==> config.mk <==
export PLATFORM = sky130hd
export DESIGN_NAME = bpa_ctrl
export DESIGN_NICKNAME = d
export VERILOG_FILES = /design/src/sv/bpa_pkg.sv /design/src/sv/bpa_ctrl.sv
export SDC_FILE = /design/constraint.sdc
export NUM_CORES = 1
export LEC_CHECK = 0
export BUFFER_PORTS_ARGS = -buffer_cell sky130_fd_sc_hd__clkbuf_2
export CORE_MARGIN = 2
export CORE_UTILIZATION = 50
export DETAILED_ROUTE_END_ITERATION = 16
export PLACE_DENSITY_LB_ADDON = 0.3
export SLEW_MARGIN = 25
export SYNTH_ARGS = -nofsm -noshare
export SYNTH_HDL_FRONTEND = slang
export SYNTH_SLANG_ARGS = --single-unit
==> constraint.sdc <==
create_clock -name clk -period 5.4 [get_ports clk]
set_input_delay 0.54 -clock clk [delete_from_list [all_inputs] [get_ports clk]]
set_output_delay 0.54 -clock clk [all_outputs]
set_load 0.01 [all_outputs]
==> src/sv/bpa_pkg.sv <==
`timescale 1ns / 1ps
package bpa_pkg;

  localparam int NUM_FRAMES_DEF = 32768;
  localparam int TOP_ORDER_DEF  = 11;
  localparam int FRAME_SHIFT    = 12;
  localparam int ADDR_W         = 34;
  localparam int PFN_W          = 23;
  localparam int CFG_W          = 22;
  localparam int CIDX_W         = 2;
  localparam int CNT_W          = 16;

  localparam logic [CIDX_W-1:0] CFG_BASE     = 2'd0;
  localparam logic [CIDX_W-1:0] CFG_MANAGED  = 2'd1;
  localparam logic [CIDX_W-1:0] CFG_RESERVED = 2'd2;

  localparam logic [1:0] OP_ALLOC = 2'd0;
  localparam logic [1:0] OP_FREE  = 2'd1;
  localparam logic [1:0] OP_INIT  = 2'd2;

  localparam logic [1:0] ST_OK      = 2'd0;
  localparam logic [1:0] ST_NOMEM   = 2'd1;
  localparam logic [1:0] ST_BADARG  = 2'd2;
  localparam logic [1:0] ST_BADPAGE = 2'd3;

  localparam logic [1:0] MC_NONE = 2'd0;
  localparam logic [1:0] MC_FREE = 2'd1;
  localparam logic [1:0] MC_USED = 2'd2;

  typedef struct packed {
    logic [1:0] code;
    logic [3:0] ord;
  } meta_t;

  typedef enum logic [3:0] {
    CMD_NONE,
    CMD_LATCH,
    CMD_DECODE,
    CMD_AUNL,
    CMD_ASPL,
    CMD_PUSH2,
    CMD_FCHK,
    CMD_MBUD,
    CMD_MCHK,
    CMD_FPUSH,
    CMD_CLR,
    CMD_CARVE,
    CMD_FIN
  } dp_cmd_t;

  typedef struct packed {
    dp_cmd_t op;
  } cmd_t;

  typedef struct packed {
    logic [1:0] op;
    logic       dec_fin;
    logic       n_zero;
    logic       used_ok;
    logic       bud_ok;
    logic       free_ok;
    logic       split_more;
    logic       clr_last;
    logic       carve_more;
    logic       out_free;
  } sts_t;

  function automatic logic [CNT_W-1:0] ord_size(input logic [3:0] o);
    return CNT_W'(1) << o;
  endfunction

endpackage

==> src/sv/bpa_ctrl.sv <==
`timescale 1ns / 1ps
module bpa_ctrl (
  input  logic          clk,
  input  logic          rst_n,
  input  logic          in_valid,
  output logic          in_ready,
  output bpa_pkg::cmd_t cmd,
  input  bpa_pkg::sts_t sts
);
  import bpa_pkg::*;

  typedef enum logic [11:0] {
    S_IDLE   = 12'b000000000001,
    S_DECODE = 12'b000000000010,
    S_AUNL   = 12'b000000000100,
    S_ASPL   = 12'b000000001000,
    S_PUSH2  = 12'b000000010000,
    S_FCHK   = 12'b000000100000,
    S_MBUD   = 12'b000001000000,
    S_MCHK   = 12'b000010000000,
    S_FPUSH  = 12'b000100000000,
    S_CLR    = 12'b001000000000,
    S_CARVE  = 12'b010000000000,
    S_FIN    = 12'b100000000000
  } state_t;

  state_t state_r, state_nxt;

  assign in_ready = (state_r == S_IDLE);

  always_comb begin
    state_nxt = state_r;
    cmd.op    = CMD_NONE;
    unique case (state_r)
      S_IDLE: begin
        if (in_valid) begin
          cmd.op    = CMD_LATCH;
          state_nxt = S_DECODE;
        end
      end
      S_DECODE: begin
        cmd.op = CMD_DECODE;
        case (sts.op)
          OP_ALLOC: state_nxt = sts.dec_fin ? S_FIN : S_AUNL;
          OP_FREE:  state_nxt = sts.dec_fin ? S_FIN : S_FCHK;
          OP_INIT:  state_nxt = sts.n_zero ? S_CARVE : S_CLR;
          default:  state_nxt = S_FIN;
        endcase
      end
      S_AUNL: begin
        cmd.op    = CMD_AUNL;
        state_nxt = S_ASPL;
      end
      S_ASPL: begin
        cmd.op    = CMD_ASPL;
        state_nxt = sts.split_more ? S_PUSH2 : S_FIN;
      end
      S_PUSH2: begin
        cmd.op = CMD_PUSH2;
        case (sts.op)
          OP_ALLOC: state_nxt = S_ASPL;
          OP_INIT:  state_nxt = S_CARVE;
          default:  state_nxt = S_FIN;
        endcase
      end
      S_FCHK: begin
        cmd.op    = CMD_FCHK;
        state_nxt = sts.used_ok ? S_MBUD : S_FIN;
      end
      S_MBUD: begin
        cmd.op    = CMD_MBUD;
        state_nxt = sts.bud_ok ? S_MCHK : S_FPUSH;
      end
      S_MCHK: begin
        cmd.op    = CMD_MCHK;
        state_nxt = sts.free_ok ? S_MBUD : S_FPUSH;
      end
      S_FPUSH: begin
        cmd.op    = CMD_FPUSH;
        state_nxt = S_PUSH2;
      end
      S_CLR: begin
        cmd.op    = CMD_CLR;
        state_nxt = sts.clr_last ? S_CARVE : S_CLR;
      end
      S_CARVE: begin
        cmd.op    = CMD_CARVE;
        state_nxt = sts.carve_more ? S_PUSH2 : S_FIN;
      end
      S_FIN: begin
        cmd.op    = CMD_FIN;
        state_nxt = sts.out_free ? S_IDLE : S_FIN;
      end
      default: state_nxt = S_IDLE;
    endcase
  end

  always_ff @(posedge clk) begin
    if (!rst_n) begin
      state_r <= S_IDLE;
    end else begin
      state_r <= state_nxt;
    end
  end

endmodule

Word-level counts from Yosys, hierarchy flattened
Index checks and enable logic that the tools add are counted.
{"block": "totals", "input_bits": 14, "word_cells": 33, "latch_bits": 0, "out_inout_bits": 5, "mem_count": 0, "mem_bits_ro": 0, "ram_bits": 0, "ff_bits": 12}
{"block": "op_classes", "n_addsub": 0, "shift": 0, "n_mul": 0, "eq_ne": 15, "bitwise": 0, "mux": 16, "n_lt_le_gt_ge": 0, "n_reduce_logical": 1, "div": 0}
{"cell": "case mux 12 bit (12 select lines)", "count": 1}
{"cell": "2-to-1 mux 12 bit", "count": 7}
{"cell": "case mux 4 bit (12 select lines)", "count": 1}
{"cell": "case mux 12 bit (3 select lines)", "count": 1}
{"cell": "case mux 12 bit (2 select lines)", "count": 1}
{"cell": "2-to-1 mux 11 bit", "count": 2}
{"cell": "2-to-1 mux 9 bit", "count": 2}
{"cell": "equality test 12 x 1 -> 1 bit (second input constant)", "count": 1}
{"cell": "equality test 12 x 10 -> 1 bit (second input constant)", "count": 1}
{"cell": "equality test 12 x 11 -> 1 bit (second input constant)", "count": 1}
{"cell": "equality test 12 bit (second input constant)", "count": 1}
{"cell": "equality test 12 x 2 -> 1 bit (second input constant)", "count": 1}
{"cell": "equality test 12 x 3 -> 1 bit (second input constant)", "count": 1}
{"cell": "equality test 12 x 4 -> 1 bit (second input constant)", "count": 1}
{"cell": "equality test 12 x 5 -> 1 bit (second input constant)", "count": 1}
{"cell": "equality test 12 x 6 -> 1 bit (second input constant)", "count": 1}
{"cell": "equality test 12 x 7 -> 1 bit (second input constant)", "count": 1}
{"cell": "equality test 12 x 8 -> 1 bit (second input constant)", "count": 1}
{"cell": "equality test 12 x 9 -> 1 bit (second input constant)", "count": 1}
{"cell": "equality test 2 x 1 -> 1 bit (second input constant)", "count": 1}
{"cell": "equality test 2 bit (second input constant)", "count": 1}
{"cell": "zero test 2 bit", "count": 1}
{"cell": "!= test 2 bit (second input constant)", "count": 1}
{"cell": "2-to-1 mux 1 bit", "count": 1}

Depth between registers and ports, before layout
{"block": "logic_depth", "word_depth": 3, "mapped_depth": 7, "ltp_nobuf": 6}

Worst setup path before layout
Ideal clock, no wire load.
{"block": "synth_path", "kind": "reg-to-output", "start": "reg state_r[8]", "end": "out cmd[0] in the netlist's numbering", "required_ps": 4860, "slack_ps": 3151, "arrival_time_ps": 1709, "path_buffers": 1, "path_stages_with_launch": 8, "path_cell_list": "dfxtp_1 > buf_6 > or4_4 > nor2_2 > nand4b_1 > inv_1 > a22oi_1 > nand3_1"}
{"element": "start, declared", "line_no": "bpa_ctrl.sv:27", "source": "state_t state_r, state_nxt;"}
{"element": "start signal, assigned", "line_no": "bpa_ctrl.sv:102", "source": "state_r <= state_nxt;"}
{"element": "end, declared", "line_no": "bpa_ctrl.sv:7", "source": "output bpa_pkg::cmd_t cmd,"}

==> out/qor.yml <==
critical_path:
  regToRegEndpoint: "state_r[9]"
  arrival_ns: 2.17
  required_ns: 4.86
  reg2reg_from: "state_r[8]"
  cpPeakStageDelay_ns: 0.62
  crit_path_start_kind: "flop"
  rr_worst_depth: 5
  r2r_slack_ns: 3.43
  end_kind: "primary output"
  worst-setup-path-type: "flop to primary output"
  crit_chain: "or4_4 -> nor2_2 -> nand4b_1 -> inv_1 -> a22oi_1 -> nand3_1 -> clkbuf_2"
  critical_path.top_delay_family: "simple AND/OR/NAND/NOR gates"
  crit_slowest_cell: "or4_4"
  worst-path-buf-inv: 2
  path_max_fanout: 8
min_path:
  min_path_cells: 2
  min_to: "state_r[5]"
  hold_path_startpoint: "sts[8]"
  hp-class: "primary input to flop"
route:
  drtIter0Drc: 35
  ant_nets: 0
  drc: 0
  drt_pass1_iterations: 4
  vias: 864
  drt-total-wl_mm: 1.989
  wire_per_inst_um: 13.91
  vias_per_cell: 6.042
logic_synthesis:
  synth_fa_ha_area_share_pct: 0
  synthCells: 109
  yosys.area.top_type: "dfxtp_1"
  yosysTopAreaCellShare_pct: 28.40
  synthMuxAreaShare_pct: 1.331
  syn-cell-area_sq_um: 845.8
  synth_compound_area_share_pct: 18.20
  synth_edf_count: 0
  synth.area.top_cells: "dfxtp_1, nor2_1, nor2b_1, nand3_1, nand2_1"
  yosys_warnings: 0
  synth_xor_area_share_pct: 3.107
  ys_ff_latch: 12
  syn_area_per_cell_sq_um: 7.760
  synth-async-reset-ratio_pct: 0
  synth_top_family_by_area: "simple AND/OR/NAND/NOR gates"
  synth-main-ff-cell: "dfxtp_1"
  synthesis.nets: 123
  ys_types: 42
  synth_simple_gate_area_share_pct: 43.64
  yosysSeqAreaShare_pct: 28.40
timing:
  setup_slack_ns: 2.686
  hold_viol_final: 0
  worst-slew-pin-transition_ns: 0.3860
  finalCritPeriodShare_pct: 50.27
  setup_tns_ns: 0
  rsz0062_at_grt: "false"
  drv_slew: 0
  clock_skew_ns: 0.004819
  max_freq_mhz: 368.4
  layout_min_cycle_time_ns: 2.714
  max-slew-margin-rel_pct: 74.08
  setup_violations: 0
clock_network:
  clk-insertion-delay-late_ns: 0.28
  clockBufferDepth: 2
  cts_made_buffers: 3
  cts_root_buffer: "clkbuf_4"
  cts.sinks: 12
  path_clk_slew_ns: 0.08
  tritoncts: "yes"
  ctsHoldBuffers: 0
  post_cts_buffers: 0
  post_cts_resized: 0
  cts-htree-levels: 1
finish:
  synthToLayoutAreaGrowth_pct: 14.64
  largest_reg_flops: 12
  n_antenna_cell: 0
  fin_nets: 142
  final_area_sq_um: 969.7
  drive_above_1_share_pct: 23.62
  largestRegisters: "state_r (12)"
  regMostFlops: "state_r"
  fillCellCount: 154
die:
  die_x_um: 45.13
  coreArea_sq_um: 1541
  initial_core_util_pct: 54.87
  dieArea_sq_um: 2037
  die_y_um: 45.13
  io_pins: 19
  std_cell_rows: 14
global_route:
  grt_overflow: 0
  grt_pass1_wl_mm: 3.463
  grt_pass1_vias: 787
  grt_usage_pct: 23.79
  grt_max_degree: 13
  antenna_found_initial: 0
placed_design:
  dpl_worst_slack_ns: 2.990
  gp_routability_congestion: 0.8940
  port_buffers: 18
  place_hpwl_mm: 1.594
  dpl_cell_area_sq_um: 933.4
power_and_ir_drop:
  ir_worst_vdd_mv: 0.1263
  power.density_nw_per_um2: 224.3
  p_leak_nw: 0.4344
outcome:
  status: "finished clean"
job:
  cap_violations: 0
==> worst reg2reg max path, cell delays in order (launching register included) <==
cell	delay [ns]
dfxtp_1	0.39
or4_4	0.62
nor4_4	0.39
nand2_2	0.13
nor4_1	0.25
o21a_1	0.15
==> through the flow <==
| step | utilization, % | hold slack (ns) | total power (W) | std cells |
|---|---|---|---|---|
| after floorplan | - | 0.5348 | 0.0001302 | 109 |
| after global placement | 60.55 | 0.5832 | 0.0001451 | 139 |
| after detailed placement | 60.55 | 0.5967 | 0.0001464 | 139 |
| after CTS | 62.91 | 0.4427 | 0.0002200 | 143 |
| after global routing | 62.91 | 0.4480 | 0.0002318 | 143 |
| final | 62.91 | 0.4506 | 0.0002175 | 143 |
==> synth_stat cells, drive strengths merged (2+ instances only) <==
master	number
o21ai	6
nand2	9
a22oi	2
dfxtp	12
a21oi	3
nor3	2
nor2	11
or4	3
nand2b	4
xor2	2
nand4	2
and2	3
nor2b	6
nand4b	3
nor4	6
clkbuf	3
o211ai	2
nand3	7
inv	6
==> report_power, final <==
| part | internal, W | total (W) | leakage, nW | switching (W) |
|---|---|---|---|---|
| clock network | 0.0000410 | 0.0000725 | 0.0210 | 0.0000315 |
| logic | 0.0000202 | 0.0000499 | 0.316 | 0.0000297 |
| registers | 0.0000909 | 0.0000952 | 0.0971 | 0.00000427 |
==> cells in the final DEF (no fill, tap or decap), drive strengths merged, types with 2 or more instances in the layout <==
| cell | netlist | layout |
|---|---|---|
| dfxtp | 12 | 12 |
| xor2 | 2 | 2 |
| or4 | 3 | 3 |
| nor3 | 2 | 2 |
| a21oi | 3 | 3 |
| nand2 | 9 | 9 |
| inv | 6 | 6 |
| a22oi | 2 | 2 |
| o21ai | 6 | 6 |
| clkbuf | 3 | 22 |
| nor2b | 6 | 6 |
| nor2 | 11 | 11 |
| nand4 | 2 | 2 |
| nand4b | 3 | 3 |
| nand2b | 4 | 4 |
| and2 | 3 | 3 |
| nand3 | 7 | 7 |
| nor4 | 6 | 6 |
| o211ai | 2 | 2 |
==> routing by layer <==
layer / global-route usage [%] / vias up / routed length, um
met4: 11.18 / 0 / 41
met5: 0 / - / 0
met2: 36.86 / 40 / 907
li1: - / 441 / -
met3: 5.200 / 6 / 154
met1: 31.22 / 377 / 885
==> kinds of logic (layout without fill, tap and decap cells) <==
| group | after synthesis | count (layout) |
|---|---|---|
| multiplexers | 1 | 1 |
| AND/OR/NAND/NOR | 61 | 61 |
| XOR/XNOR | 3 | 3 |
| buffers and inverters | 10 | 28 |
| flip-flops | 12 | 12 |
| AO/OA/AOI/OAI | 22 | 22 |
==> area by class of cell <==
type,instances,area [sq um],share of cell area [%]
Clock buffer,4,36.28,3.742
Timing Repair Buffer,18,90.09,9.290
Inverter,6,22.52,2.323
Sequential cell,12,240.2,24.77
Tap cell,16,20.02,2.065
Multi-Input combinational cell,87,560.5,57.81
==> worst max-delay path by stage <==
| stage | cells after the start | end | from | slack, ns |
|---|---|---|---|---|
| 2_1_floorplan | 7 | cmd[0] | state_r[8] | 3.15 |
| 3_3_place_gp | 7 | cmd[0] | state_r[8] | 3.00 |
| 3_5_place_dp | 7 | cmd[0] | state_r[8] | 2.99 |
| 4_1_cts | 7 | cmd[0] | state_r[8] | 2.68 |
| 5_1_grt | 7 | cmd[0] | state_r[8] | 2.52 |
| 6_report | 7 | cmd[0] | state_r[8] | 2.69 |
No activity file was read; power rests on OpenSTA's default activity.
